$ cat config.mk
export PLATFORM = sky130hd
export DESIGN_NAME = qet_fifo
export DESIGN_NICKNAME = d
export VERILOG_FILES = /design/src/hdl/qet_pkg.sv /design/src/hdl/qet_fifo.sv
export SDC_FILE = /design/constraint.sdc
export NUM_CORES = 1
export LEC_CHECK = 0
export BUFFER_PORTS_ARGS = -buffer_cell sky130_fd_sc_hd__buf_2
export CAP_MARGIN = 20
export CORE_MARGIN = 2
export CORE_UTILIZATION = 25
export DETAILED_ROUTE_END_ITERATION = 16
export GPL_ROUTABILITY_DRIVEN = 0
export SYNTH_ARGS = -nofsm -noshare
export SYNTH_HDL_FRONTEND = slang
export SYNTH_SLANG_ARGS = --single-unit
$ cat constraint.sdc
create_clock -name clk -period 3.52 [get_ports clk]
set_input_delay 0.176 -clock clk [delete_from_list [all_inputs] [get_ports clk]]
set_output_delay 0.176 -clock clk [all_outputs]
set_load 0.02 [all_outputs]
$ cat src/hdl/qet_pkg.sv
// ----------------------------------------------------------------------------
// qet_pkg
// Types and constants shared by the quadratic easing tween modules.
// ----------------------------------------------------------------------------
package qet_pkg;

  localparam int ELAPSED_W  = 33;
  localparam int DUR_W      = 32;
  localparam int STEP_W     = 16;
  localparam int FRAC_W     = 18;
  localparam int LANE_W     = 32;
  localparam int DIFF_W     = LANE_W + 1;
  localparam int WGT_W      = 24;
  localparam int MUL_W      = DIFF_W + WGT_W;
  localparam int W32_W      = 40;
  localparam int SUM_W      = MUL_W - 16 + 1;
  localparam int CFG_DATA_W = 64;
  localparam int CFG_IDX_W  = 3;
  localparam int MASK_W     = 4;
  localparam int KIND_W     = 3;
  localparam int DIVCNT_W   = $clog2(FRAC_W);

  localparam logic [CFG_IDX_W-1:0] REG_START_XY    = 3'd0;
  localparam logic [CFG_IDX_W-1:0] REG_START_ZW    = 3'd1;
  localparam logic [CFG_IDX_W-1:0] REG_END_XY      = 3'd2;
  localparam logic [CFG_IDX_W-1:0] REG_END_ZW      = 3'd3;
  localparam logic [CFG_IDX_W-1:0] REG_DURATION    = 3'd4;
  localparam logic [CFG_IDX_W-1:0] REG_EASE_KIND   = 3'd5;
  localparam logic [CFG_IDX_W-1:0] REG_TARGET_KIND = 3'd6;

  localparam logic [MASK_W-1:0] MASK_NONE = 4'h0;
  localparam logic [MASK_W-1:0] MASK_XYZ  = 4'h7;
  localparam logic [MASK_W-1:0] MASK_W_ONLY = 4'h8;
  localparam logic [MASK_W-1:0] MASK_ALL  = 4'hF;

  typedef enum logic [KIND_W-1:0] {
    EASE_NONE   = 3'd0,
    EASE_LINEAR = 3'd1,
    EASE_IN     = 3'd2,
    EASE_OUT    = 3'd3,
    EASE_INOUT  = 3'd4
  } qet_ease_t;

  typedef enum logic [KIND_W-1:0] {
    TGT_MOVE    = 3'd0,
    TGT_MOVE_TO = 3'd1,
    TGT_SCALE   = 3'd2,
    TGT_ROTATE  = 3'd3,
    TGT_COLOUR  = 3'd4,
    TGT_ALPHA   = 3'd5,
    TGT_RGBA    = 3'd6
  } qet_target_t;

  typedef enum logic [2:0] {
    ST_IDLE,
    ST_DIV,
    ST_SQR,
    ST_WGT,
    ST_MUL,
    ST_ACC,
    ST_DONE
  } qet_state_t;

  typedef struct packed {
    logic [CFG_DATA_W-1:0] start_xy;
    logic [CFG_DATA_W-1:0] start_zw;
    logic [CFG_DATA_W-1:0] end_xy;
    logic [CFG_DATA_W-1:0] end_zw;
    logic [DUR_W-1:0]      duration;
    logic [KIND_W-1:0]     ease_kind;
    logic [KIND_W-1:0]     target_kind;
  } qet_cfg_t;

  typedef struct packed {
    logic [ELAPSED_W-1:0] elapsed;
    logic                 finished;
    logic [MASK_W-1:0]    mask;
    logic                 ease_ok;
    qet_ease_t            ease;
  } qet_item_t;

  function automatic logic [DUR_W-1:0] eff_duration(input logic [DUR_W-1:0] d);
    logic [DUR_W-1:0] r;
    r = (d == '0) ? DUR_W'(1) : d;
    return r;
  endfunction

endpackage

$ cat src/hdl/qet_fifo.sv
// ----------------------------------------------------------------------------
// qet_fifo
// Short item queue between the front and the back.
// ----------------------------------------------------------------------------
module qet_fifo #(
  parameter int DEPTH = 2
) (
  input  logic               clk,
  input  logic               rst,
  input  logic               push,
  input  qet_pkg::qet_item_t push_item,
  output logic               full,
  input  logic               pop,
  output qet_pkg::qet_item_t head,
  output logic               head_valid
);
  import qet_pkg::*;

  localparam int PTR_W = (DEPTH > 1) ? $clog2(DEPTH) : 1;
  localparam int CNT_W = $clog2(DEPTH + 1);

  qet_item_t          mem [DEPTH];
  logic [PTR_W-1:0]   wr_ptr;
  logic [PTR_W-1:0]   rd_ptr;
  logic [CNT_W-1:0]   count;

  assign full       = count == CNT_W'(DEPTH);
  assign head_valid = count != '0;
  assign head       = mem[rd_ptr];

  always_ff @(posedge clk) begin
    if (push) begin
      mem[wr_ptr] <= push_item;
    end
  end

  always_ff @(posedge clk) begin
    if (rst) begin
      wr_ptr <= '0;
      rd_ptr <= '0;
      count  <= '0;
    end else begin
      if (push) begin
        wr_ptr <= (wr_ptr == PTR_W'(DEPTH - 1)) ? '0 : wr_ptr + 1'b1;
      end
      if (pop) begin
        rd_ptr <= (rd_ptr == PTR_W'(DEPTH - 1)) ? '0 : rd_ptr + 1'b1;
      end
      case ({push, pop})
        2'b10:   count <= count + 1'b1;
        2'b01:   count <= count - 1'b1;
        default: count <= count;
      endcase
    end
  end

  a_count_bound: assert property (@(posedge clk) disable iff (rst)
    count <= CNT_W'(DEPTH))
    else $error("queue count beyond depth");

  a_no_pop_empty: assert property (@(posedge clk) disable iff (rst)
    pop |-> head_valid)
    else $error("pop from empty queue");

  a_fill_track: assert property (@(posedge clk) disable iff (rst)
    (push && !pop) |=> count == $past(count) + 1'b1)
    else $error("queue count lost a push");

endmodule

==> impl_metrics.ini, run 1 <==
[synth]
synth_top_area_share = 0.781
ys_async_sr_fraction = 0
yosysTopAreaCell = edfxtp_1
seq_area_frac_synth = 0.812
synth_commonest_cells = edfxtp_1 (84), mux2_2 (42), buf_2 (5), dfxtp_1 (5), nor2_1 (5)
yosys_warnings = 0
synth_edf_count = 84
mappedNetlistArea_um2 = 3230
synthFlopType = edfxtp_1
avgSynthCellArea_um2 = 21.1
syn_inst = 153
synth_nets = 200
yosysMostFrequentCell = edfxtp_1
synth.area.top_cells = edfxtp_1 (78%), mux2_2 (15%), dfxtp_1 (3.1%)
ys_ff_latch = 89
synth_cell_types = 15

[detailed_routing]
vias = 1687
wl_mm = 5.94
final_antenna_net_count = 0
routed_via_density = 3.93
first_pass_iters = 4
drt-wirelength-per-cell_um = 13.8
drtIter0Drc = 77
drc = 0

[setup_path]
critPathRequiredTime_ns = 3.34
rr_startpoint = wr_ptr
crit_arrival_ns = 1.68
endpoint_kind = primary output
path_cells = buf_12 > mux2_2 > buf_2
cp-start-kind = register
critPathMaxStageDelay_ns = 0.52
reg2reg_to = mem[0][12]
ff2ff_path_depth = 2
cp_slowest_cell = dfxtp_2
path_max_fanout = 32
rrSetupSlack_ns = 1.80
critical_path_class = register to primary output

[power]
powerDensity_nw_per_um2 = 584
power_frac_comb = 0.123
p_sw_frac = 0.226
clkPwrFrac = 0.368
max-vdd-ir-drop_mv = 0.277
p_int_mw = 1.91
p_leak_nw = 1.56
seqPwrFrac = 0.509
power.switching_mw = 0.557

[place]
placed_cells = 410
pre_cts_slack_ns = 1.64
dp_hpwl_mm = 3.65
place_area_um2 = 3880
port_buffers = 89

[timing]
min_period_ns = 1.86
relSlewSlack = 0.533
max_freq_mhz = 539
post-route-period-util = 0.527
setup_viol = 0
tns_ns = 0
fin_worst_skew_ns = 0.00692
rsz0062_at_grt = false
hold_viol = 0
worstMarginPinSlew_ns = 0.699
report.final.slew_viol_count = 0
setup_slack_ns = 1.66

[clock_tree]
insertion_delay_ns = 0.34
htreeDepth = 3
cts_buffers = 9
cts_tree = done
cts_setup_buffers = 0
cts_root_buf = clkbuf_16
clkTransAtPathRegs_ns = 0.06
clockBufferDepth = 2
clock_sinks = 89

[grt]
grt_pass1_vias = 1875
use_met3 = 0.0373
antenna_found_initial = 0
grt.total_usage = 0.0918
use_met1 = 0.0953
overflow = 0
grt_max_degree = 43
met2_usage = 0.154
grt_pass1_wl_mm = 9.40
grt-busiest-layer = met2

[die]
die-area_um2 = 13800
core_um2 = 12600
io_pins = 90
rows = 41
fp.dieH_um = 118
die_x_um = 118
initial_core_util = 0.256

[outcome]
outcome = complete, no violations

[final_layout]
nFillCells = 1260
nets = 299
design_area_um2 = 4220
drive_above_1_share = 0.591
fin_cells = 429
areaGrowthSynthToFinish_pct = 30.7
antenna_cells = 0
utilization = 0.334

[worst_hold_path]
min_to = mem[0][13]
min_path_type = input port to register
min_path_cells = 1
min_from = push_item[13]

[flow_run]
cap_violations = 0
[how the worst max path moves through the flow]
stage,cells past startpoint,slack (ns),start,end
after detailed placement,2,1.64,register,head[7]
after global routing,3,1.58,register,head[28]
final,3,1.66,register,head[18]
after global placement,2,1.64,register,head[7]
after CTS,2,1.24,register,head[7]
after floorplan,1,0.98,wr_ptr,mem[0][0]
[worst max-delay path: cells and delay by family (launching register included)]
family	cells	cell delay, ns
buf+inv	2	0.41
mux	1	0.37
flops	1	0.52
[metal layers]
layer  routed length (um)  part of all wire  vias to the layer above
li1                     -                 -                      788
met1                 2370              0.40                      833
met2                 3010              0.51                       54
met3                  391             0.066                       12
met4                  169             0.028                        0
met5                    0                 0                        -
[power groups by stage]
| stage | clock (mW) | sequential [mW] | combinational (mW) |
|---|---|---|---|
| after CTS | 0.948 | 1.27 | 0.289 |
| final | 0.906 | 1.26 | 0.304 |
| after detailed placement | 0 | 1.29 | 0.286 |
| after floorplan | 0 | 1.27 | 0.196 |
| after global routing | 0.984 | 1.26 | 0.329 |
| after global placement | 0 | 1.29 | 0.283 |
[through the flow]
stage	hold WS (ns)	power (mW)
global route	0.00557	2.58
finish	0.0226	2.47
detailed placement	0.367	1.58
global placement	0.365	1.57
floorplan	0.245	1.46
CTS	0.000911	2.51
[cells by family (layout without fill, tap and decap cells)]
| kind of cell | after synthesis | after routing | share of synthesized area |
|---|---|---|---|
| compound gates | 2 | 2 | 0.00310 |
| fa+ha+maj | 1 | 1 | 0.00388 |
| xor+xnor | 4 | 4 | 0.0109 |
| flops | 89 | 89 | 0.812 |
| simple gates | 9 | 9 | 0.0143 |
| buf+inv | 6 | 110 | 0.00891 |
| mux | 42 | 42 | 0.147 |
[layout make-up]
cell class	count	area, um^2	area share
clock inverters	4	45.0	0.0107
multi-input cells	58	586	0.139
flip-flops and latches	89	2620	0.622
inverters	1	3.75	0.000889
well taps	172	215	0.0510
clock buffers	12	236	0.0560
repair buffers	93	510	0.121
[layout by cell type, fill, tap and decap left out, drive strengths merged, types with 3 or more instances in the layout]
cell type,n
buf,92
edfxtp,84
mux2,42
clkbuf,12
nor2,5
dfxtp,5
xnor2,3
clkinv,3
[registers in the layout, indices dropped and copies added, names as in the netlist, named ones only]
name / cells
count: 2
mem: 84
rd_ptr: 1
wr_ptr: 1
[timing repair]
item	4_1_cts	5_1_grt
gates resized for setup	0	0
hold buffers	1	0
hold endpoints to repair	2	0
Note: power is estimated with default switching activity, not from simulation.
==> inputs of run 2 (changes only) <==
==> constraint.sdc (replaced) <==
create_clock -name clk -period 1.57 [get_ports clk]
set_input_delay 0.0785 -clock clk [delete_from_list [all_inputs] [get_ports clk]]
set_output_delay 0.0785 -clock clk [all_outputs]
set_load 0.02 [all_outputs]
==> impl_metrics.ini, run 2 (synthesis gave the netlist of run 1 again) <==
[outcome]
outcome = complete, no violations

[setup_path]
path_max_fanout = 14
crit_arrival_ns = 1.44
critPathRequiredTime_ns = 1.49
endpoint_kind = primary output
cp-start-kind = register
critical_path_class = register to primary output

[detailed_routing]
final_antenna_net_count = 0
vias = 1857
wl_mm = 6.51
drc = 0
first_pass_iters = 4
drt-wirelength-per-cell_um = 13.8
routed_via_density = 3.93
drtIter0Drc = 88

[power]
powerDensity_nw_per_um2 = 1190
p_leak_nw = 1.75
max-vdd-ir-drop_mv = 0.512

[timing]
post-route-period-util = 0.970
setup_slack_ns = 0.0471
setup_viol = 0
max_freq_mhz = 657
relSlewSlack = 0.817
report.final.slew_viol_count = 0
hold_viol = 0
min_period_ns = 1.52
tns_ns = 0
worstMarginPinSlew_ns = 0.275
fin_worst_skew_ns = 0.00229
rsz0062_at_grt = true

[die]
core_um2 = 12600
io_pins = 90
die_x_um = 118
fp.dieH_um = 118
rows = 41
initial_core_util = 0.256
die-area_um2 = 13800

[final_layout]
regMostFlops = mem
final_cell_mix = buf_2 (86), edfxtp_1 (84), dlygate4sd3_1 (43)
seqCellArea_um2 = 2630
drive_above_1_share = 0.505
nets = 343
reg_top3 = mem (84), count (2)
largest_register_ffs = 84
nFillCells = 1224
layout_commonest_cell = buf_2
areaGrowthSynthToFinish_pct = 45.2
multi_input_area_um2 = 586
antenna_cells = 0

[grt]
grt.total_usage = 0.0968
antenna_found_initial = 0
use_met3 = 0.0402
grt_pass1_vias = 2051
grt-busiest-layer = met2
use_met1 = 0.108
met2_usage = 0.160
grt_pass1_wl_mm = 10.1
overflow = 0
grt_max_degree = 43

[clock_tree]
clockBufferDepth = 2
cts_root_buf = clkbuf_16
cts_tree = done
clock_sinks = 89
cts_buffers = 9
insertion_delay_ns = 0.34
clkTransAtPathRegs_ns = 0.06
htreeDepth = 3

[flow_run]
cap_violations = 0

[worst_hold_path]
min_path_type = input port to register

[place]
dp_hpwl_mm = 3.72
port_buffers = 89
pre_cts_slack_ns = 0.369
run 2: cell types whose count changed in the layout (fill, tap and decap cells not counted), sizes merged:
cell         change
clkinv           -3
buf              +1
bufinv           -1
dlygate4sd3     +42
clkbuf           +5
run 2: layer usage:
metal	vias up	part of all wire	wire length (um)
met2	58	0.51	3290
met1	912	0.42	2720
li1	877	-	-
met3	10	0.056	362
met4	0	0.020	128
met5	-	0	0
run 2: cell type report:
cell class | count | share of cell area
multi-input combinational | 58 | 0.125
timing repair buffer | 137 | 0.210
inverter | 1 | 0.000801
sequential | 89 | 0.560
clock buffer | 16 | 0.0579
tap | 172 | 0.0459
run 2: worst paths after layout:
path                            startpoint        end  depth (start not counted)  slack [ns]
worst min-delay path                   pop     rd_ptr                          3        0.03
worst max register to register      wr_ptr  mem[1][0]                          2        0.37
worst min register to register    count[1]   count[1]                          2        0.52
worst max-delay path              register   head[37]                          3        0.05
run 2: worst max-delay path, stage by stage (launching register included):
cell and delay (ns):
dfxtp_4 0.40, buf_12 0.16, mux2_2 0.36, buf_2 0.16
run 2: per-stage QoR:
stage | hold WS [ns] | power [mW] | instances | instance area (um^2) | util
finish | 0.0263 | 5.57 | 473 | 4690 | 0.371
global route | 0.0483 | 5.82 | 473 | 4690 | 0.371
CTS | 0.0185 | 5.65 | 472 | 4650 | 0.368
detailed placement | 0.270 | 3.57 | 413 | 3940 | 0.312
global placement | 0.267 | 3.56 | 413 | 3940 | 0.312
floorplan | 0.148 | 3.28 | 153 | 3240 | -
run 2: what timing repair did:
action | 4_1_cts | 5_1_grt
setup endpoints to repair | 8 | 18
buffers inserted | 0 | 0
hold endpoints to repair | 89 | 0
gates cloned | 0 | 1
gates resized for setup | 1 | 5
hold buffers | 43 | 0
pin swaps | 0 | 0
run 2: power by group:
group	total, mW	internal, mW	switching (mW)
Combinational	0.808	0.384	0.424
Sequential	2.81	2.76	0.0436
Clock	1.96	1.16	0.795
