===== config.mk =====
export PLATFORM = sky130hd
export DESIGN_NAME = qet_back
export DESIGN_NICKNAME = d
export VERILOG_FILES = /design/src/hdl/qet_pkg.sv /design/src/hdl/qet_back.sv
export SDC_FILE = /design/constraint.sdc
export NUM_CORES = 2
export LEC_CHECK = 0
export ABC_AREA = 1
export ABC_CLOCK_PERIOD_IN_PS = 12000
export BUFFER_PORTS_ARGS = -buffer_cell sky130_fd_sc_hd__buf_2
export CAP_MARGIN = 20
export CORE_ASPECT_RATIO = 1.25
export CORE_MARGIN = 2
export CORE_UTILIZATION = 35
export CTS_BUF_LIST = sky130_fd_sc_hd__clkbuf_2 sky130_fd_sc_hd__clkbuf_4 sky130_fd_sc_hd__clkbuf_8
export DETAILED_ROUTE_END_ITERATION = 10
export PLACE_DENSITY = 0.62
export SETUP_SLACK_MARGIN = 0.3
export SYNTH_ARGS = -nofsm -noshare
export SYNTH_HDL_FRONTEND = slang
export SYNTH_SLANG_ARGS = --single-unit

===== constraint.sdc =====
create_clock -name clk -period 12 [get_ports clk]
set_clock_uncertainty 0.1 [all_clocks]
set_input_delay 2.4 -clock clk [delete_from_list [all_inputs] [get_ports clk]]
set_output_delay 2.4 -clock clk [all_outputs]
set_load 0.005 [all_outputs]

===== src/hdl/qet_pkg.sv =====
// ----------------------------------------------------------------------------
// qet_pkg
// Types and constants shared by the quadratic easing tween modules.
// ----------------------------------------------------------------------------
package qet_pkg;

  localparam int ELAPSED_W  = 33;
  localparam int DUR_W      = 32;
  localparam int STEP_W     = 16;
  localparam int FRAC_W     = 18;
  localparam int LANE_W     = 32;
  localparam int DIFF_W     = LANE_W + 1;
  localparam int WGT_W      = 24;
  localparam int MUL_W      = DIFF_W + WGT_W;
  localparam int W32_W      = 40;
  localparam int SUM_W      = MUL_W - 16 + 1;
  localparam int CFG_DATA_W = 64;
  localparam int CFG_IDX_W  = 3;
  localparam int MASK_W     = 4;
  localparam int KIND_W     = 3;
  localparam int DIVCNT_W   = $clog2(FRAC_W);

  localparam logic [CFG_IDX_W-1:0] REG_START_XY    = 3'd0;
  localparam logic [CFG_IDX_W-1:0] REG_START_ZW    = 3'd1;
  localparam logic [CFG_IDX_W-1:0] REG_END_XY      = 3'd2;
  localparam logic [CFG_IDX_W-1:0] REG_END_ZW      = 3'd3;
  localparam logic [CFG_IDX_W-1:0] REG_DURATION    = 3'd4;
  localparam logic [CFG_IDX_W-1:0] REG_EASE_KIND   = 3'd5;
  localparam logic [CFG_IDX_W-1:0] REG_TARGET_KIND = 3'd6;

  localparam logic [MASK_W-1:0] MASK_NONE = 4'h0;
  localparam logic [MASK_W-1:0] MASK_XYZ  = 4'h7;
  localparam logic [MASK_W-1:0] MASK_W_ONLY = 4'h8;
  localparam logic [MASK_W-1:0] MASK_ALL  = 4'hF;

  typedef enum logic [KIND_W-1:0] {
    EASE_NONE   = 3'd0,
    EASE_LINEAR = 3'd1,
    EASE_IN     = 3'd2,
    EASE_OUT    = 3'd3,
    EASE_INOUT  = 3'd4
  } qet_ease_t;

  typedef enum logic [KIND_W-1:0] {
    TGT_MOVE    = 3'd0,
    TGT_MOVE_TO = 3'd1,
    TGT_SCALE   = 3'd2,
    TGT_ROTATE  = 3'd3,
    TGT_COLOUR  = 3'd4,
    TGT_ALPHA   = 3'd5,
    TGT_RGBA    = 3'd6
  } qet_target_t;

  typedef enum logic [2:0] {
    ST_IDLE,
    ST_DIV,
    ST_SQR,
    ST_WGT,
    ST_MUL,
    ST_ACC,
    ST_DONE
  } qet_state_t;

  typedef struct packed {
    logic [CFG_DATA_W-1:0] start_xy;
    logic [CFG_DATA_W-1:0] start_zw;
    logic [CFG_DATA_W-1:0] end_xy;
    logic [CFG_DATA_W-1:0] end_zw;
    logic [DUR_W-1:0]      duration;
    logic [KIND_W-1:0]     ease_kind;
    logic [KIND_W-1:0]     target_kind;
  } qet_cfg_t;

  typedef struct packed {
    logic [ELAPSED_W-1:0] elapsed;
    logic                 finished;
    logic [MASK_W-1:0]    mask;
    logic                 ease_ok;
    qet_ease_t            ease;
  } qet_item_t;

  function automatic logic [DUR_W-1:0] eff_duration(input logic [DUR_W-1:0] d);
    logic [DUR_W-1:0] r;
    r = (d == '0) ? DUR_W'(1) : d;
    return r;
  endfunction

endpackage


===== src/hdl/qet_back.sv =====
// ----------------------------------------------------------------------------
// qet_back
// Serial divider for the time fraction, shared multiplier for the eased
// weight and the four lanes, and the output register.
// ----------------------------------------------------------------------------
module qet_back (
  input  logic                          clk,
  input  logic                          rst,
  input  qet_pkg::qet_cfg_t             cfg,
  input  qet_pkg::qet_item_t            head,
  input  logic                          head_valid,
  output logic                          pop,
  output logic                          out_valid,
  input  logic                          out_stall,
  output logic signed [qet_pkg::LANE_W-1:0] lane_x,
  output logic signed [qet_pkg::LANE_W-1:0] lane_y,
  output logic signed [qet_pkg::LANE_W-1:0] lane_z,
  output logic signed [qet_pkg::LANE_W-1:0] lane_w,
  output logic [qet_pkg::MASK_W-1:0]    apply_mask,
  output logic                          finished
);
  import qet_pkg::*;

  localparam logic signed [W32_W-1:0] ONE_Q32 = 40'sh01_0000_0000;

  qet_state_t state;
  qet_state_t state_next;

  qet_item_t             cur;
  logic [DUR_W:0]        rem;
  logic [FRAC_W-1:0]     nbits;
  logic [FRAC_W-1:0]     quo;
  logic                  ovf;
  logic [DIVCNT_W-1:0]   div_cnt;
  logic [FRAC_W-1:0]     frac;
  logic signed [WGT_W-1:0] w16;
  logic signed [MUL_W-1:0] prod;
  logic [1:0]            lane_idx;
  logic [LANE_W-1:0]     lane_res [4];

  logic [DUR_W-1:0]      dur;
  logic [DUR_W:0]        trial;
  logic                  trial_ge;
  logic [FRAC_W-1:0]     t_eff;
  logic [LANE_W-1:0]     s_sel;
  logic [LANE_W-1:0]     e_sel;
  logic signed [DIFF_W-1:0] diff;
  logic signed [DIFF_W-1:0] mul_a;
  logic signed [WGT_W-1:0]  mul_b;
  logic signed [MUL_W-1:0]  prod_c;
  logic signed [W32_W-1:0]  f40;
  logic signed [W32_W-1:0]  sq40;
  logic signed [W32_W-1:0]  w32;
  logic signed [SUM_W-1:0]  lane_sum;
  logic [LANE_W-1:0]        lane_sat;
  logic out_free;
  logic div_load;
  logic div_step;
  logic sqr_load;
  logic wgt_load;
  logic mul_load;
  logic acc_load;
  logic out_load;

  assign dur      = eff_duration(cfg.duration);
  assign out_free = !out_valid || !out_stall;

  // next state
  always_comb begin
    state_next = state;
    case (state)
      ST_IDLE: if (head_valid) state_next = ST_DIV;
      ST_DIV:  if (div_cnt == DIVCNT_W'(FRAC_W - 1)) state_next = ST_SQR;
      ST_SQR:  state_next = ST_WGT;
      ST_WGT:  state_next = ST_MUL;
      ST_MUL:  state_next = ST_ACC;
      ST_ACC:  state_next = (lane_idx == 2'd3) ? ST_DONE : ST_MUL;
      ST_DONE: if (out_free) state_next = ST_IDLE;
      default: state_next = ST_IDLE;
    endcase
  end

  // control strobes
  always_comb begin
    div_load = 1'b0;
    div_step = 1'b0;
    sqr_load = 1'b0;
    wgt_load = 1'b0;
    mul_load = 1'b0;
    acc_load = 1'b0;
    out_load = 1'b0;
    case (state)
      ST_IDLE: div_load = head_valid;
      ST_DIV:  div_step = 1'b1;
      ST_SQR:  sqr_load = 1'b1;
      ST_WGT:  wgt_load = 1'b1;
      ST_MUL:  mul_load = 1'b1;
      ST_ACC:  acc_load = 1'b1;
      ST_DONE: out_load = out_free;
      default: ;
    endcase
  end

  assign pop = div_load;

  // restoring division step
  always_comb begin
    trial    = {rem[DUR_W-1:0], nbits[FRAC_W-1]};
    trial_ge = trial >= {1'b0, dur};
    t_eff    = ovf ? '1 : quo;
  end

  // lane operand select
  always_comb begin
    case (lane_idx)
      2'd0:    begin s_sel = cfg.start_xy[31:0];  e_sel = cfg.end_xy[31:0];  end
      2'd1:    begin s_sel = cfg.start_xy[63:32]; e_sel = cfg.end_xy[63:32]; end
      2'd2:    begin s_sel = cfg.start_zw[31:0];  e_sel = cfg.end_zw[31:0];  end
      default: begin s_sel = cfg.start_zw[63:32]; e_sel = cfg.end_zw[63:32]; end
    endcase
    diff = $signed({e_sel[LANE_W-1], e_sel}) - $signed({s_sel[LANE_W-1], s_sel});
  end

  // shared multiplier
  always_comb begin
    if (state == ST_SQR) begin
      mul_a = $signed(DIFF_W'(t_eff));
      mul_b = $signed(WGT_W'(t_eff));
    end else begin
      mul_a = diff;
      mul_b = w16;
    end
    prod_c = mul_a * mul_b;
  end

  // eased weight in q.32
  always_comb begin
    f40  = $signed(W32_W'(frac));
    sq40 = $signed(W32_W'(prod[2*FRAC_W-1:0]));
    case (cur.ease)
      EASE_LINEAR: w32 = f40 <<< 16;
      EASE_IN:     w32 = sq40;
      EASE_OUT:    w32 = (f40 <<< 17) - sq40;
      EASE_INOUT: begin
        if (frac[FRAC_W-1:15] == '0) w32 = sq40 <<< 1;
        else w32 = (f40 <<< 18) - (sq40 <<< 1) - ONE_Q32;
      end
      default:     w32 = '0;
    endcase
  end

  // lane add and saturate
  always_comb begin
    lane_sum = $signed({prod[MUL_W-1], prod[MUL_W-1:16]})
             + $signed(SUM_W'($signed(s_sel)));
    if (lane_sum[SUM_W-1:LANE_W-1] == {(SUM_W - LANE_W + 1){lane_sum[SUM_W-1]}}) begin
      lane_sat = lane_sum[LANE_W-1:0];
    end else begin
      lane_sat = lane_sum[SUM_W-1] ? {1'b1, {(LANE_W-1){1'b0}}}
                                   : {1'b0, {(LANE_W-1){1'b1}}};
    end
  end

  always_ff @(posedge clk) begin
    if (rst) begin
      state     <= ST_IDLE;
      out_valid <= 1'b0;
    end else begin
      state <= state_next;
      if (out_load) out_valid <= 1'b1;
      else if (!out_stall) out_valid <= 1'b0;
    end
  end

  always_ff @(posedge clk) begin
    if (div_load) begin
      cur     <= head;
      rem     <= {2'b00, head.elapsed[ELAPSED_W-1:2]};
      nbits   <= {head.elapsed[1:0], 16'h0000};
      ovf     <= {1'b0, head.elapsed} >= {dur, 2'b00};
      div_cnt <= '0;
    end
    if (div_step) begin
      rem     <= trial_ge ? trial - {1'b0, dur} : trial;
      quo     <= {quo[FRAC_W-2:0], trial_ge};
      nbits   <= {nbits[FRAC_W-2:0], 1'b0};
      div_cnt <= div_cnt + 1'b1;
    end
    if (sqr_load) begin
      frac <= t_eff;
      prod <= prod_c;
    end
    if (wgt_load) begin
      w16      <= w32[W32_W-1:16];
      lane_idx <= 2'd0;
    end
    if (mul_load) begin
      prod <= prod_c;
    end
    if (acc_load) begin
      lane_res[lane_idx] <= lane_sat;
      lane_idx           <= lane_idx + 1'b1;
    end
    if (out_load) begin
      lane_x     <= cur.ease_ok ? $signed(lane_res[0]) : '0;
      lane_y     <= cur.ease_ok ? $signed(lane_res[1]) : '0;
      lane_z     <= cur.ease_ok ? $signed(lane_res[2]) : '0;
      lane_w     <= cur.ease_ok ? $signed(lane_res[3]) : '0;
      apply_mask <= cur.mask;
      finished   <= cur.finished;
    end
  end

  a_rem_below_dur: assert property (@(posedge clk) disable iff (rst)
    (state == ST_DIV && !ovf) |-> rem < {1'b0, dur})
    else $error("divider remainder not below duration");

  a_pop_idle: assert property (@(posedge clk) disable iff (rst)
    pop |-> (state == ST_IDLE && head_valid))
    else $error("item taken outside idle");

  a_done_loads: assert property (@(posedge clk) disable iff (rst)
    (state == ST_DONE && out_free) |=> (out_valid && state == ST_IDLE))
    else $error("finished item not presented");

endmodule


==> impl_results.md <==
* Vias in the first global route at 50123
* Post-synthesis instance area at 56100 µm²
* Maximum capacitance violations at 0
* Net Count, Synth at 8223
* Number of synthesized flops with an enable pin at 428
* Clock H-tree levels at 3
* Setup Crit Path Kind: in2reg
* Initial standard-cell utilization of the core at 35.2%
* Number of nets in the layout at 8813
* Clock Root Buffer: clkbuf_8
* Aggregate global routing overflow at 0
* Outcome: complete, no violations
* Antenna violations before repair at 10
* Adder and majority gate portion of the synthesized area at 35.8%
* Port buffer count at 468
* Pin count of the biggest net entering global routing at 95
* Via/cell ratio at 5.12
* Combinational family with the most area after synthesis: adder cells
* Yosys cell types at 60
* Most frequent cell on the critical path: fa_1
* Setup bufs post-CTS at 0
* Fmax at 0.0897 GHz
* Horizontal extent of the die at 362 µm
* #FFs+latches synth at 432
* Simple-gate share of the synthesized area at 20.1%
* Most common cell after layout, fill and taps aside: nand2_1
* Area growth, synth to finish at 13.8%
* Area fraction in compound gates after synthesis at 6.97%
* Sink Count at 432
* Router iterations before antenna repair at 7
* Proportion of layout cells with a drive suffix above 1 at 13.6%
* Number of cell instances on the worst register-to-register path at 38
* Clock period minus worst slack at 11.14 ns
* Drt drc at 0
* Count of cells along the worst hold path at 0
* RSZ-0062 raised after global routing: false
* Total global-route track usage at 25.1%
* Mean routed wirelength per cell at 21.7 µm
* Global-route wire length before repair at 307000 µm
* Crit share post-route at 92.9%
* Predominant post-synthesis flop cell: edfxtp_1
* Maximum fanout along the worst path at 10
* Residual antenna-violating net count after detailed routing at 0
* Die extent in y at 452 µm
* CTS tree: yes
* Core area at 159000 µm²
* First-iteration detailed-routing DRC count at 3898
* Post-synth ARST share at 0%
* Capturing element type of the critical path: flip-flop
* Total setup violations reported at the end of the flow at 0
* CP required at 12.33 ns
* Total I/O pin count at 475
* Xor/xnor cell area share of the yosys netlist at 2.09%
* Detailed Place HPWL at 172000 µm
* Worst Path Arrival at 11.47 ns
* Final wirelength at 206000 µm
* Max-slew violation count at 0
* Number of CTS-inserted buffers at 72
* Synth top area cells: fa_1 29%, edfxtp_1 23%, inv_1 10%
* Clock edge transition at the registers on the reported setup and hold paths at 0.06 ns
* Category of the worst setup path launch point: input port
* Proportion of synthesized area in mux cells at 0%
* Path category of the worst min-delay check: reg2reg
* Vias at 48548
* Post-Syn Area per Cell at 8.30 µm²
* Most frequent cells in the layout: 1500 x nand2_1, 1498 x inv_1, 808 x fa_1
* Measured slew at the worst slew-check pin at 1.08 ns
* Fraction of synthesized cell area taken by the top area cell type at 28.8%
* Clock insertion delay at the later pin of the skew report at 0.78 ns
* Synth warn at 0
* Floorplan die area at 164000 µm²
* Final count of hold timing violations at 0
* Weighted congestion reported at the end of routability-driven placement at 0.987
* Post-synthesis sequential area ratio at 23.0%
* Rel. slew slack at 27.9%
* Critical Path Max Stage Delay at 0.63 ns
* Setup Total Neg Slack at 0 ns
* Post-synthesis instance total at 6762
* Maximum clock insertion buffer count at 3
* Slowest cell on the critical path: fa_1
* Row count at 164
* Area leader, netlist: fa_1
==> synthesized netlist by cell type, drive strengths merged, types with 2 or more instances <==
master,instances
a211o,2
a211oi,6
a21boi,10
a21o,24
a21oi,238
a221oi,6
a22o,33
a311oi,2
a31oi,67
and3,3
buf,80
clkbuf,142
clkinv,6
dfxtp,4
edfxtp,428
fa,808
ha,313
inv,1523
nand2,1523
nand3,237
nand3b,37
nand4,156
nor2,634
nor3,37
nor4,19
o2111ai,13
o211ai,20
o21a,7
o21ai,138
o21bai,28
o221ai,5
o22ai,36
o31ai,5
or2,32
xnor2,53
xor2,81
==> metrics by stage <==
stage / std cells / setup WS [ns] / hold slack [ns] / area (µm²) / util, %
floorplan: 6762 / 1.11 / 0.300 / 56100 / -
global placement: 9349 / 0.182 / 0.303 / 62200 / 39.0
detailed placement: 9350 / 0.202 / 0.309 / 62200 / 39.0
CTS: 9477 / 0.896 / 0.324 / 63800 / 40.0
global route: 9482 / 0.320 / 0.340 / 63800 / 40.0
finish: 9486 / 0.855 / 0.321 / 63900 / 40.1
==> final cells by class <==
| cell class | count | area (µm²) |
|---|---|---|
| fillers | 16230 | 95600 |
| multi-input cells | 4579 | 36600 |
| flip-flops and latches | 432 | 12900 |
| inverters | 1529 | 5740 |
| repair buffers | 738 | 4460 |
| well taps | 2075 | 2600 |
| clock buffers | 94 | 1160 |
| clock inverters | 33 | 385 |
| diodes | 6 | 15.0 |
==> cell families (layout without fill, tap and decap cells) <==
| family | count (synthesis) | count (layout) |
|---|---|---|
| buffers and inverters | 1751 | 2394 |
| and+or+nand+nor | 2680 | 2680 |
| adders and majority gates | 1121 | 1121 |
| other | 0 | 6 |
| xor gates and xnor gates | 134 | 134 |
| AOI/OAI and AO/OA | 644 | 644 |
| DFF | 432 | 432 |
==> what timing repair did <==
item	CTS	global route
hold buffers	0	0
gates resized for setup	0	3
setup endpoints to repair	0	3
==> critical path: cells and delay by family <==
family	cells	cell delay, ns
fa+ha+maj	9	4.40
compound gates	11	2.45
buf+inv	9	0.80
xor+xnor	1	0.16
simple gates	7	1.22
==> per-layer routing <==
metal  vias up  part of all wire, %  global-route usage, %
li1      22156                    -                      -
met3       597                  7.4                   4.24
met4         8                  7.5                   16.2
met2      2094                   49                   43.7
met5         -                0.026                      0
met1     23693                   36                   28.3
==> sequential cells by signal, indices dropped and copies added (netlist names) <==
signal      cells
cur             9
prod           57
w16            23
lane_y         32
rem            32
lane_z         32
lane_x         32
ovf             1
finished        1
apply_mask      4
frac           18
lane_idx        2
div_cnt         5
lane_w         32
lane_res      128
out_valid       1
nbits           2
quo            18
state           3
==> path summary, 6_finish.rpt <==
kind	start	end	slack [ns]
max	cfg[167]	prod[34]	0.86
max reg2reg	lane_idx[0]	prod[49]	1.04
min	cur[6]	apply_mask[2]	0.32
min reg2reg	cur[6]	apply_mask[2]	0.32
Power is left out: the tool's default activity adds up to more than one toggle a clock period on the data nets, which glitch-free logic cannot reach.
