[config.mk]
export PLATFORM = sky130hd
export DESIGN_NAME = qet_front
export DESIGN_NICKNAME = d
export VERILOG_FILES = /design/src/hdl/qet_pkg.sv /design/src/hdl/qet_front.sv
export SDC_FILE = /design/constraint.sdc
export NUM_CORES = 1
export LEC_CHECK = 0
export ABC_AREA = 0
export BUFFER_PORTS_ARGS = -buffer_cell sky130_fd_sc_hd__buf_2
export CAP_MARGIN = 20
export CORE_AREA = 2 2 139 141
export DETAILED_ROUTE_END_ITERATION = 6
export DIE_AREA = 0 0 141 143
export HOLD_SLACK_MARGIN = 0.06
export PLACE_DENSITY = 0.57
export SETUP_SLACK_MARGIN = 0.05
export SLEW_MARGIN = 20
export SYNTH_ARGS = -nofsm -noshare
export SYNTH_HDL_FRONTEND = slang
export SYNTH_SLANG_ARGS = --single-unit
[constraint.sdc]
create_clock -name clk -period 10 [get_ports clk]
set_input_delay 2.5 -clock clk [delete_from_list [all_inputs] [get_ports clk]]
set_output_delay 2.5 -clock clk [all_outputs]
set_load 0.02 [all_outputs]
[src/hdl/qet_pkg.sv]
// ----------------------------------------------------------------------------
// qet_pkg
// Types and constants shared by the quadratic easing tween modules.
// ----------------------------------------------------------------------------
package qet_pkg;

  localparam int ELAPSED_W  = 33;
  localparam int DUR_W      = 32;
  localparam int STEP_W     = 16;
  localparam int FRAC_W     = 18;
  localparam int LANE_W     = 32;
  localparam int DIFF_W     = LANE_W + 1;
  localparam int WGT_W      = 24;
  localparam int MUL_W      = DIFF_W + WGT_W;
  localparam int W32_W      = 40;
  localparam int SUM_W      = MUL_W - 16 + 1;
  localparam int CFG_DATA_W = 64;
  localparam int CFG_IDX_W  = 3;
  localparam int MASK_W     = 4;
  localparam int KIND_W     = 3;
  localparam int DIVCNT_W   = $clog2(FRAC_W);

  localparam logic [CFG_IDX_W-1:0] REG_START_XY    = 3'd0;
  localparam logic [CFG_IDX_W-1:0] REG_START_ZW    = 3'd1;
  localparam logic [CFG_IDX_W-1:0] REG_END_XY      = 3'd2;
  localparam logic [CFG_IDX_W-1:0] REG_END_ZW      = 3'd3;
  localparam logic [CFG_IDX_W-1:0] REG_DURATION    = 3'd4;
  localparam logic [CFG_IDX_W-1:0] REG_EASE_KIND   = 3'd5;
  localparam logic [CFG_IDX_W-1:0] REG_TARGET_KIND = 3'd6;

  localparam logic [MASK_W-1:0] MASK_NONE = 4'h0;
  localparam logic [MASK_W-1:0] MASK_XYZ  = 4'h7;
  localparam logic [MASK_W-1:0] MASK_W_ONLY = 4'h8;
  localparam logic [MASK_W-1:0] MASK_ALL  = 4'hF;

  typedef enum logic [KIND_W-1:0] {
    EASE_NONE   = 3'd0,
    EASE_LINEAR = 3'd1,
    EASE_IN     = 3'd2,
    EASE_OUT    = 3'd3,
    EASE_INOUT  = 3'd4
  } qet_ease_t;

  typedef enum logic [KIND_W-1:0] {
    TGT_MOVE    = 3'd0,
    TGT_MOVE_TO = 3'd1,
    TGT_SCALE   = 3'd2,
    TGT_ROTATE  = 3'd3,
    TGT_COLOUR  = 3'd4,
    TGT_ALPHA   = 3'd5,
    TGT_RGBA    = 3'd6
  } qet_target_t;

  typedef enum logic [2:0] {
    ST_IDLE,
    ST_DIV,
    ST_SQR,
    ST_WGT,
    ST_MUL,
    ST_ACC,
    ST_DONE
  } qet_state_t;

  typedef struct packed {
    logic [CFG_DATA_W-1:0] start_xy;
    logic [CFG_DATA_W-1:0] start_zw;
    logic [CFG_DATA_W-1:0] end_xy;
    logic [CFG_DATA_W-1:0] end_zw;
    logic [DUR_W-1:0]      duration;
    logic [KIND_W-1:0]     ease_kind;
    logic [KIND_W-1:0]     target_kind;
  } qet_cfg_t;

  typedef struct packed {
    logic [ELAPSED_W-1:0] elapsed;
    logic                 finished;
    logic [MASK_W-1:0]    mask;
    logic                 ease_ok;
    qet_ease_t            ease;
  } qet_item_t;

  function automatic logic [DUR_W-1:0] eff_duration(input logic [DUR_W-1:0] d);
    logic [DUR_W-1:0] r;
    r = (d == '0) ? DUR_W'(1) : d;
    return r;
  endfunction

endpackage

[src/hdl/qet_front.sv]
// ----------------------------------------------------------------------------
// qet_front
// Accumulates elapsed time per item, flags completion and picks lane mask.
// ----------------------------------------------------------------------------
module qet_front (
  input  logic                     clk,
  input  logic                     rst,
  input  qet_pkg::qet_cfg_t        cfg,
  input  logic                     in_valid,
  output logic                     in_stall,
  input  logic [qet_pkg::STEP_W-1:0] time_step,
  input  logic                     q_full,
  output logic                     push,
  output qet_pkg::qet_item_t       push_item
);
  import qet_pkg::*;

  logic [ELAPSED_W-1:0] elapsed;
  logic [ELAPSED_W-1:0] elapsed_next;
  logic [ELAPSED_W:0]   sum;
  logic [DUR_W-1:0]     dur;
  logic [MASK_W-1:0]    mask;
  logic                 ease_ok;

  assign in_stall = q_full;
  assign push     = in_valid && !q_full;
  assign dur      = eff_duration(cfg.duration);

  // saturating accumulate
  always_comb begin
    sum = {1'b0, elapsed} + (ELAPSED_W + 1)'(time_step);
    elapsed_next = sum[ELAPSED_W] ? '1 : sum[ELAPSED_W-1:0];
  end

  always_comb begin
    case (qet_target_t'(cfg.target_kind))
      TGT_MOVE, TGT_MOVE_TO, TGT_COLOUR: mask = MASK_XYZ;
      TGT_ALPHA:                         mask = MASK_W_ONLY;
      TGT_RGBA:                          mask = MASK_ALL;
      default:                           mask = MASK_NONE;
    endcase
  end

  always_comb begin
    case (qet_ease_t'(cfg.ease_kind))
      EASE_LINEAR, EASE_IN, EASE_OUT, EASE_INOUT: ease_ok = 1'b1;
      default:                                    ease_ok = 1'b0;
    endcase
  end

  always_comb begin
    push_item.elapsed  = elapsed_next;
    push_item.finished = elapsed_next > ELAPSED_W'(dur);
    push_item.mask     = mask;
    push_item.ease_ok  = ease_ok;
    push_item.ease     = qet_ease_t'(cfg.ease_kind);
  end

  always_ff @(posedge clk) begin
    if (rst) begin
      elapsed <= '0;
    end else if (push) begin
      elapsed <= elapsed_next;
    end
  end

endmodule

==> summary.md, run 1 <==
| Metric | Value |
|---|---|
| Crit path max-delay family | `simple AND/OR/NAND/NOR gates` |
| Final Cycle Share | `95.2%` |
| CTS Buf Count | `5` |
| Share of the synthesized area in the top cell type | `18.7%` |
| CP startpoint kind | `input pin` |
| Drt pass-1 iters | `5` |
| Total Neg Setup Slack | `0 ns` |
| Clock sinks | `33` |
| Worst-path cell chain | `buf_2 -> ha_1 -> inv_1 -> fa_1 -> nor2b_1 -> o31a_1 -> o2111ai_1 -> a21oi_1 -> buf_4 -> or2_2 -> a31oi_1 -> o21ai_0 -> ha_1 -> nand4_1 -> or4_1 -> or2_2 -> nor4_1 -> nor3_1 -> o31ai_1 -> o211ai_1 -> buf_2` |
| Synth unique cells | `59` |
| Gr ovfl total | `0` |
| CP max stage cell | `or4_1` |
| Detailed-route DRC error count | `0` |
| DRT iter0 DRCs | `326` |
| Layout area overhead | `25.1%` |
| Clock Path Buffers | `2` |
| # IOs | `358` |
| Setup Skew | `0.00670 ns` |
| Hpwl dp | `10600 um` |
| Core Box Area | `18600 um2` |
| Vias per cell | `4.82` |
| Max Fclk | `105 MHz` |
| Final Wtd Congestion | `0.918` |
| Max FO, Critical Path | `7` |
| Die width | `141 um` |
| #FFs+latches synth | `33` |
| Worst Path Buf+Inv | `4` |
| GRT Util Overall | `13.0%` |
| WHS | `0.504 ns` |
| Ys flop type | `dfxtp_1` |
| Fin nets | `916` |
| Synth Warn # | `0` |
| Worst path arrival time | `7.02 ns` |
| Initial antenna violation count | `3` |
| Routed via count | `3802` |
| Sequential fraction of the synthesis area | `18.7%` |
| Biggest regs | `elapsed: 33 flops` |
| Largest net degree at the start of global routing | `39` |
| First-pass GRT wire length | `20500 um` |
| Post-synth EDFFs | `0` |
| Post-CTS setup buffer count | `0` |
| Endpoint class of the critical path | `primary output` |
| Tmin final | `9.52 ns` |
| Synth Area per Inst | `7.60 um2` |
| Final Hold Fails | `0` |
| Run status | `finished clean` |
| Most flop-heavy register | `elapsed` |
| Post-route ant nets | `0` |
| Syn Inst Count | `464` |
| CTS tree | `done` |
| Htree depth | `2` |
| Worst VDD drop | `0.0000656 V` |
| Area of the mapped netlist | `3530 um2` |
| Final max-slew violation count | `0` |
| Syn nets | `827` |
| Initial Util | `19.0%` |
| Maximum Capacitance Violations | `0` |
| Clock-pin slew on the worst setup and hold paths | `0.06 ns` |
| R2r setup slk | `7.12 ns` |
| IO buf count | `101` |
| CP peak stage delay | `0.59 ns` |
| Top cells by area, synth | `dfxtp_1 19%, ha_1 17%, a21oi_1 5.0%` |
| Worst-Margin Slew | `0.663 ns` |
| Max reg flops | `33` |
| Layout cell share with drive strength beyond 1 | `23.3%` |
| Die Footprint | `20200 um2` |
| Rel. slew slack | `55.4%` |
| P_leak | `2.14 nW` |
| PwrDens | `116 nW/um2` |
| Row count | `50` |
| Number of global-route vias before repair | `3632` |
| Die Y-Extent | `143 um` |
| Critical path class | `in2out` |
| CTS Root Cell | `clkbuf_16` |
| RSZ-0062 raised after global routing | `false` |
| Total Routed Length | `12900 um` |
| Critical Path RT | `7.50 ns` |
| Wire length per cell | `16.4 um` |
| Commonest cells post-synth | `48 x ha_1, 39 x inv_1, 35 x a21oi_1, 34 x nand2_1` |
| Cell taking the most area after synthesis | `dfxtp_1` |
| HP Class | `reg2reg` |
| Setup Viol. Count Final | `0` |
| Count leader, synth | `ha_1` |
| CTS Hold Bufs | `0` |
| Cts repair resizes | `0` |
| FFs w/ async S/R, synth | `0%` |
| Worst skew pair latency | `0.28 ns` |
## final cells by class
class / count / area, um2
clock inverter: 1 / 30.0
inverter: 39 / 146
fill: 2048 / 14200
timing repair buffer: 108 / 558
tap: 234 / 293
antenna: 1 / 2.50
sequential: 33 / 661
multi-input combinational: 366 / 2580
clock buffer: 7 / 143
## cell usage in the layout (no fill, tap or decap), types with 10 or more instances in the layout
cell	synthesis	routed
dfxtp_1	33	33
inv_1	39	39
o21ai_0	26	26
a21oi_1	35	35
a311oi_1	14	14
nand4_1	12	12
nor2_1	33	33
nand2_1	34	34
nor3_1	11	11
a31oi_1	12	12
xor2_1	11	11
buf_2	5	101
ha_1	48	48
nor4_1	10	10
and3_1	11	11
## routing by layer
metal / routed length, um / GRT usage (%) / up-vias
met1: 6240 / 19.3 / 1749
met5: 0 / 0 / -
li1: - / - / 1901
met3: 1030 / 1.81 / 10
met4: 97 / 2.00 / 0
met2: 5590 / 20.2 / 142
## logic make-up after synthesis
logic type	count (synthesis)	share of synthesized area, %
and+or+nand+nor	154	23.0
AOI/OAI and AO/OA	141	26.8
buffers and inverters	65	8.16
adders and majority gates	49	17.6
DFF	33	18.7
xor gates and xnor gates	18	4.47
muxes	4	1.21
## report_power, final
group,internal [W],leakage (nW),switching [W],total [W]
Combinational,0.0000692,1.79,0.000119,0.000188
Clock,0.000125,0.0841,0.0000608,0.000185
Sequential,0.000137,0.269,0.00000292,0.000140
## path summary, 6_finish.rpt
path                            startpoint                  endpoint  cells after the start
setup reg to reg  elapsed[12]$_SDFFE_PP0P_  elapsed[26]$_SDFFE_PP0P_                      9
hold reg to reg    elapsed[3]$_SDFFE_PP0P_   elapsed[3]$_SDFFE_PP0P_                      2
hold / removal     elapsed[3]$_SDFFE_PP0P_   elapsed[3]$_SDFFE_PP0P_                      2
setup / recovery              time_step[0]              push_item[8]                     21
## metrics by stage
stage	utilization, %	instances	worst slack (ns)	power, W	cell area (um2)
finish	23.7	789	0.475	0.000513	4410
global route	23.7	788	0.0551	0.000545	4410
CTS	23.7	788	0.492	0.000516	4410
detailed placement	22.8	780	0.502	0.000328	4240
global placement	22.8	780	0.481	0.000328	4240
floorplan	-	464	0.718	0.000266	3530
## worst register-to-register path: stages (launching register included)
cell      delay, ns
dfxtp_1        0.31
ha_1           0.37
a21o_1         0.24
a211o_1        0.33
a221o_1        0.35
nand2_1        0.24
a21o_1         0.30
buf_4          0.25
and3_4         0.25
a311oi_2       0.09
(Power assumes the default switching activity.)
==> run 2, diff against run 1 <==
- CORE_AREA: 2 2 139 141 -> 2 2 138 140
- DIE_AREA: 0 0 141 143 -> 0 0 140 142
- PLACE_DENSITY: 0.57 -> 0.59
- clock period: 10 -> 8.6 ns (I/O delays scaled with it)
==> summary.md, run 2 (synthesized netlist as in run 1, its figures left out) <==
| Metric | Value |
|---|---|
| Final Hold Fails | `0` |
| Most frequent cells in the layout | `100 x buf_2, 50 x buf_4, 46 x ha_1` |
| Row count | `50` |
| IO buf count | `101` |
| Tmin final | `8.38 ns` |
| Detailed-route DRC error count | `2` |
| Setup Viol. Count Final | `0` |
| Clock power share | `34.6%` |
| Antenna cells | `0` |
| CTS tree | `done` |
| WHS | `0.506 ns` |
| Clock sinks | `33` |
| Clock-pin slew on the worst setup and hold paths | `0.06 ns` |
| Gr ovfl total | `0` |
| Drt pass-1 iters | `6` |
| Htree depth | `2` |
| Final Cycle Share | `97.5%` |
| Setup Skew | `0.00679 ns` |
| Run status | `finished with violations` |
| Crit path max-delay family | `simple AND/OR/NAND/NOR gates` |
| GRT Util Overall | `13.2%` |
| Biggest regs | `elapsed: 33 flops` |
| Die width | `140 um` |
| Max Fclk | `119 MHz` |
| DP Cell Count | `819` |
| Largest net degree at the start of global routing | `39` |
| Initial Util | `19.1%` |
| Pre-CTS WS | `-0.261 ns` |
| Number of global-route vias before repair | `3713` |
| P_leak | `2.37 nW` |
| HP Class | `reg2reg` |
| Fin nets | `959` |
| Switch share | `35.6%` |
| Fin cells | `831` |
| Wire length per cell | `16.3 um` |
| CP startpoint kind | `input pin` |
| Max FO, Critical Path | `6` |
| Most common cell after layout, fill and taps aside | `buf_2` |
| Initial antenna violation count | `3` |
| DRT iter0 DRCs | `226` |
| RSZ-0062 raised after global routing | `false` |
| CTS Root Cell | `clkbuf_16` |
| Final core utilization | `26.4%` |
| R2r setup slk | `5.82 ns` |
| Endpoint class of the critical path | `primary output` |
| PwrDens | `131 nW/um2` |
| CP max stage cell | `or4_4` |
| Worst VDD drop | `0.0000908 V` |
| Sequential Power Share | `25.5%` |
| Total Routed Length | `13600 um` |
| Max Used Layer | `met4` |
| Critical path class | `in2out` |
| Critical Path RT | `6.45 ns` |
| Hpwl dp | `11000 um` |
| Met3 wire length | `693 um` |
| Psw | `0.000227 W` |
| Worst path arrival time | `6.23 ns` |
| Clock Path Buffers | `2` |
| Rel. slew slack | `45.8%` |
| Layout area overhead | `37.9%` |
| Cell internal pwr | `0.000411 W` |
| Maximum Capacitance Violations | `0` |
| Failing checks | `DRC` |
| First-pass GRT wire length | `20500 um` |
| Worst-path cell chain | `buf_2 -> ha_1 -> inv_1 -> fa_2 -> nor2b_2 -> o31a_1 -> o2111ai_4 -> a21oi_4 -> or2_2 -> a31oi_2 -> o21ai_2 -> ha_1 -> nand4_1 -> or4_4 -> or2_2 -> nor4_2 -> nor3_1 -> o31ai_2 -> o211ai_1 -> buf_4` |
| Routed via count | `4012` |
| Die Y-Extent | `142 um` |
| Post-route ant nets | `0` |
| CTS Buf Count | `5` |
| Core Box Area | `18500 um2` |
| Worst-Margin Slew | `0.806 ns` |
| Vias per cell | `4.83` |
| Final max-slew violation count | `0` |
| Worst skew pair latency | `0.28 ns` |
| # IOs | `358` |
| Comb power frac | `39.9%` |
| Fin worst setup slack | `0.217 ns` |
| CP peak stage delay | `0.58 ns` |
| Worst Path Buf+Inv | `3` |
| Fillers | `2034` |
| Max reg flops | `33` |
| Most flop-heavy register | `elapsed` |
| Metal2 WL | `5850 um` |
| Total Neg Setup Slack | `0 ns` |
| Final Wtd Congestion | `0.873` |
| Die Footprint | `19900 um2` |
| M1 wire length | `6870 um` |
| Layout cell share with drive strength beyond 1 | `31.8%` |
[run 2: cell count changes in the layout (fill, tap and decap cells not counted), moves of 2 or more]
cell and change:
buf_4 +43, o21ai_0 -5, o21ai_1 +4, a311oi_1 -2, a41oi_1 -2, a41oi_2 +2
ha_1 -2, a311oi_2 +2, a21boi_0 -2
[run 2: metal layers]
metal	global-route usage [%]	up-vias
met5	0	-
met3	2.12	12
met2	20.2	120
met1	19.8	1894
met4	2.23	0
li1	-	1986
[run 2: cell type report]
class | count | area, um2 | area share [%]
Multi-Input combinational cell | 366 | 2700 | 55.6
Timing Repair Buffer | 151 | 887 | 18.2
Sequential cell | 33 | 661 | 13.6
Tap cell | 234 | 293 | 6.02
Inverter | 39 | 146 | 3.01
Clock buffer | 7 | 143 | 2.93
Clock inverter | 1 | 30.0 | 0.617
[run 2: timing repair]
| item | CTS | global route |
|---|---|---|
| gates resized for setup | 10 | 20 |
| endpoints found under the setup margin | 1 | 1 |
| pin swaps | 3 | 10 |
| hold buffers | 0 | 0 |
| setup buffers | 1 | 3 |
[run 2: final timing paths]
path                                               from  cells after the start                       end
worst max-delay path                       time_step[0]                     20              push_item[8]
worst min-delay path            elapsed[4]$_SDFFE_PP0P_                      2   elapsed[4]$_SDFFE_PP0P_
worst max register to register  elapsed[8]$_SDFFE_PP0P_                     11  elapsed[16]$_SDFFE_PP0P_
worst min register to register  elapsed[4]$_SDFFE_PP0P_                      2   elapsed[4]$_SDFFE_PP0P_
[run 2: stage by stage]
| stage | total power (W) | area (um2) |
|---|---|---|
| after floorplan | 0.000309 | 3530 |
| after global placement | 0.000400 | 4530 |
| after detailed placement | 0.000401 | 4530 |
| after CTS | 0.000624 | 4750 |
| after global routing | 0.000670 | 4860 |
| final | 0.000637 | 4860 |
[run 2: worst reg2reg max path, delay by kind of cell, from the launching register on]
family | cells | cell delay, ns
simple gates | 2 | 0.52
buf+inv | 3 | 0.47
fa+ha+maj | 1 | 0.31
compound gates | 5 | 1.00
flops | 1 | 0.34
[run 2: power groups by stage]
stage / combinational [W] / clock (W) / sequential [W]
2_1_floorplan: 0.000144 / 0 / 0.000165
4_1_cts: 0.000242 / 0.000220 / 0.000162
3_3_place_gp: 0.000234 / 0 / 0.000166
6_report: 0.000254 / 0.000221 / 0.000163
3_5_place_dp: 0.000235 / 0 / 0.000166
5_1_grt: 0.000280 / 0.000227 / 0.000163
==> run 3, diff against run 2 <==
- CORE_AREA: 2 2 138 140 -> 2 2 137 139
- DIE_AREA: 0 0 140 142 -> 0 0 139 141
- GPL_TIMING_DRIVEN: default -> 0
- PLACE_DENSITY: 0.59 -> 0.58
- SLEW_MARGIN: 20 -> 0
- clock period: 8.6 -> 10.63 ns (I/O delays scaled with it)
==> summary.md, run 3 (synthesized netlist as in run 1, its figures left out) <==
| Metric | Value |
|---|---|
| Most flop-heavy register | `elapsed` |
| Core Box Area | `18300 um2` |
| Tmin final | `10.10 ns` |
| CP dominant cell by count | `buf_2` |
| P_leak | `2.18 nW` |
| Final Cycle Share | `95.0%` |
| Rel. slew slack | `44.4%` |
| Max reg flops | `33` |
| Critical path class | `in2out` |
| CP max stage cell | `or4_1` |
| Worst path arrival time | `7.44 ns` |
| HP Class | `reg2reg` |
| Worst Reg-to-Reg Cells | `11` |
| GRT Util Overall | `13.4%` |
| Final Hold Fails | `0` |
| Worst-path cell chain | `buf_2 -> ha_1 -> inv_1 -> fa_1 -> nor2b_1 -> o31a_1 -> o2111ai_1 -> a21oi_2 -> o21a_1 -> buf_2 -> a21oi_1 -> o21ai_0 -> ha_1 -> nand4_1 -> or4_1 -> or2_2 -> nor4_1 -> nor3_1 -> o31ai_1 -> o211ai_1 -> buf_2` |
| Total Routed Length | `13700 um` |
| Reg-to-Reg Start | `elapsed[0]$_SDFFE_PP0P_` |
| Setup Viol. Count Final | `0` |
| Setup Skew | `0.00649 ns` |
| CTS tree | `done` |
| Number of global-route vias before repair | `3443` |
| FF-to-FF End | `elapsed[26]$_SDFFE_PP0P_` |
| Max Fclk | `99.0 MHz` |
| Wire length per cell | `17.0 um` |
| Pre-CTS WS | `0.461 ns` |
| First-pass GRT wire length | `20300 um` |
| Clock sinks | `33` |
| Die Footprint | `19600 um2` |
| Htree depth | `2` |
| Layout cell share with drive strength beyond 1 | `23.8%` |
| CP peak stage delay | `0.58 ns` |
| Final Wtd Congestion | `0.913` |
| Clock-pin slew on the worst setup and hold paths | `0.05 ns` |
| Clock Path Buffers | `2` |
| Max FO, Critical Path | `10` |
| CTS Root Cell | `clkbuf_16` |
| DRT iter0 DRCs | `252` |
| CP startpoint kind | `input pin` |
| Fin nets | `934` |
| Row count | `50` |
| Detailed-route DRC error count | `0` |
| Gr ovfl total | `0` |
| Layout area overhead | `27.5%` |
| Run status | `finished clean` |
| Routed via count | `3859` |
| Post-route ant nets | `0` |
| Endpoint class of the critical path | `primary output` |
| Largest net degree at the start of global routing | `11` |
| Biggest regs | `elapsed: 33 flops` |
| Hpwl dp | `11400 um` |
| IO buf count | `100` |
| Final max-slew violation count | `0` |
| Initial Util | `19.3%` |
| PwrDens | `109 nW/um2` |
| Critical Path RT | `7.97 ns` |
| Worst VDD drop | `0.000104 V` |
| # IOs | `358` |
| Most frequent cells in the layout | `105 x buf_2, 48 x ha_1, 39 x inv_1` |
| Die Y-Extent | `141 um` |
| R2r setup slk | `7.73 ns` |
| CTS Buf Count | `5` |
| Total Neg Setup Slack | `0 ns` |
| Worst setup path startpoint | `time_step[0]` |
| Drt pass-1 iters | `4` |
| Worst-Margin Slew | `0.827 ns` |
| Antenna cells | `0` |
| Crit path capture | `push_item[8]` |
| Fin worst setup slack | `0.531 ns` |
| Maximum Capacitance Violations | `0` |
| Initial antenna violation count | `0` |
| RSZ-0062 raised after global routing | `false` |
| Die width | `139 um` |
| Most common cell after layout, fill and taps aside | `buf_2` |
| Worst skew pair latency | `0.29 ns` |
| Vias per cell | `4.79` |
-- run 3: what timing repair did --
item | in CTS | in global routing
setup endpoints to repair | 0 | 1
endpoints found under the hold margin | 0 | 0
buffers inserted | 0 | 0
hold buffers | 0 | 0
resized for setup | 0 | 1
-- run 3: metrics by stage --
step	util (%)	hold slack, ns	cell area [um2]	std cells	total power [W]
detailed placement	23.7	0.495	4320	798	0.000313
floorplan	-	0.477	3530	464	0.000250
global placement	23.7	0.490	4320	798	0.000313
finish	24.6	0.502	4500	806	0.000490
CTS	24.6	0.502	4490	806	0.000491
global route	24.6	0.515	4500	806	0.000517
-- run 3: final cells by class --
| class | count | area, um2 |
|---|---|---|
| fillers | 2088 | 13800 |
| multi-input cells | 366 | 2580 |
| flip-flops and latches | 33 | 661 |
| repair buffers | 100 | 500 |
| well taps | 234 | 293 |
| inverters | 39 | 146 |
| clock buffers | 7 | 143 |
| plain buffers | 26 | 141 |
| clock inverters | 1 | 30.0 |
-- run 3: metal layers --
| metal | global-route usage, % | share of wire, % | vias up |
|---|---|---|---|
| met5 | 0 | 0 | - |
| met4 | 2.60 | 1.0 | 0 |
| met3 | 2.55 | 6.6 | 8 |
| met2 | 20.7 | 43 | 126 |
| met1 | 19.5 | 50 | 1784 |
| li1 | - | - | 1941 |
-- run 3: worst min path at each step --
stage                                  start                       end  slack (ns)  cells after the start
global placement     elapsed[4]$_SDFFE_PP0P_   elapsed[4]$_SDFFE_PP0P_        0.49                      2
CTS                  elapsed[4]$_SDFFE_PP0P_   elapsed[4]$_SDFFE_PP0P_        0.50                      2
global route         elapsed[0]$_SDFFE_PP0P_   elapsed[0]$_SDFFE_PP0P_        0.52                      2
detailed placement   elapsed[4]$_SDFFE_PP0P_   elapsed[4]$_SDFFE_PP0P_        0.50                      2
floorplan           elapsed[23]$_SDFFE_PP0P_  elapsed[23]$_SDFFE_PP0P_        0.48                      1
finish               elapsed[3]$_SDFFE_PP0P_   elapsed[3]$_SDFFE_PP0P_        0.50                      2
-- run 3: power by group --
part	switching, W	internal [W]	total [W]	leakage [nW]
combinational	0.000114	0.0000672	0.000181	1.83
clock	0.0000603	0.000117	0.000178	0.0841
sequential	0.00000299	0.000129	0.000132	0.269
-- run 3: critical path, delay by kind of cell --
family                     cells  cell delay [ns]
and+or+nand+nor                6             1.73
buffers and inverters          4             0.56
adders and majority gates      3             0.76
AOI/OAI and AO/OA              8             1.73
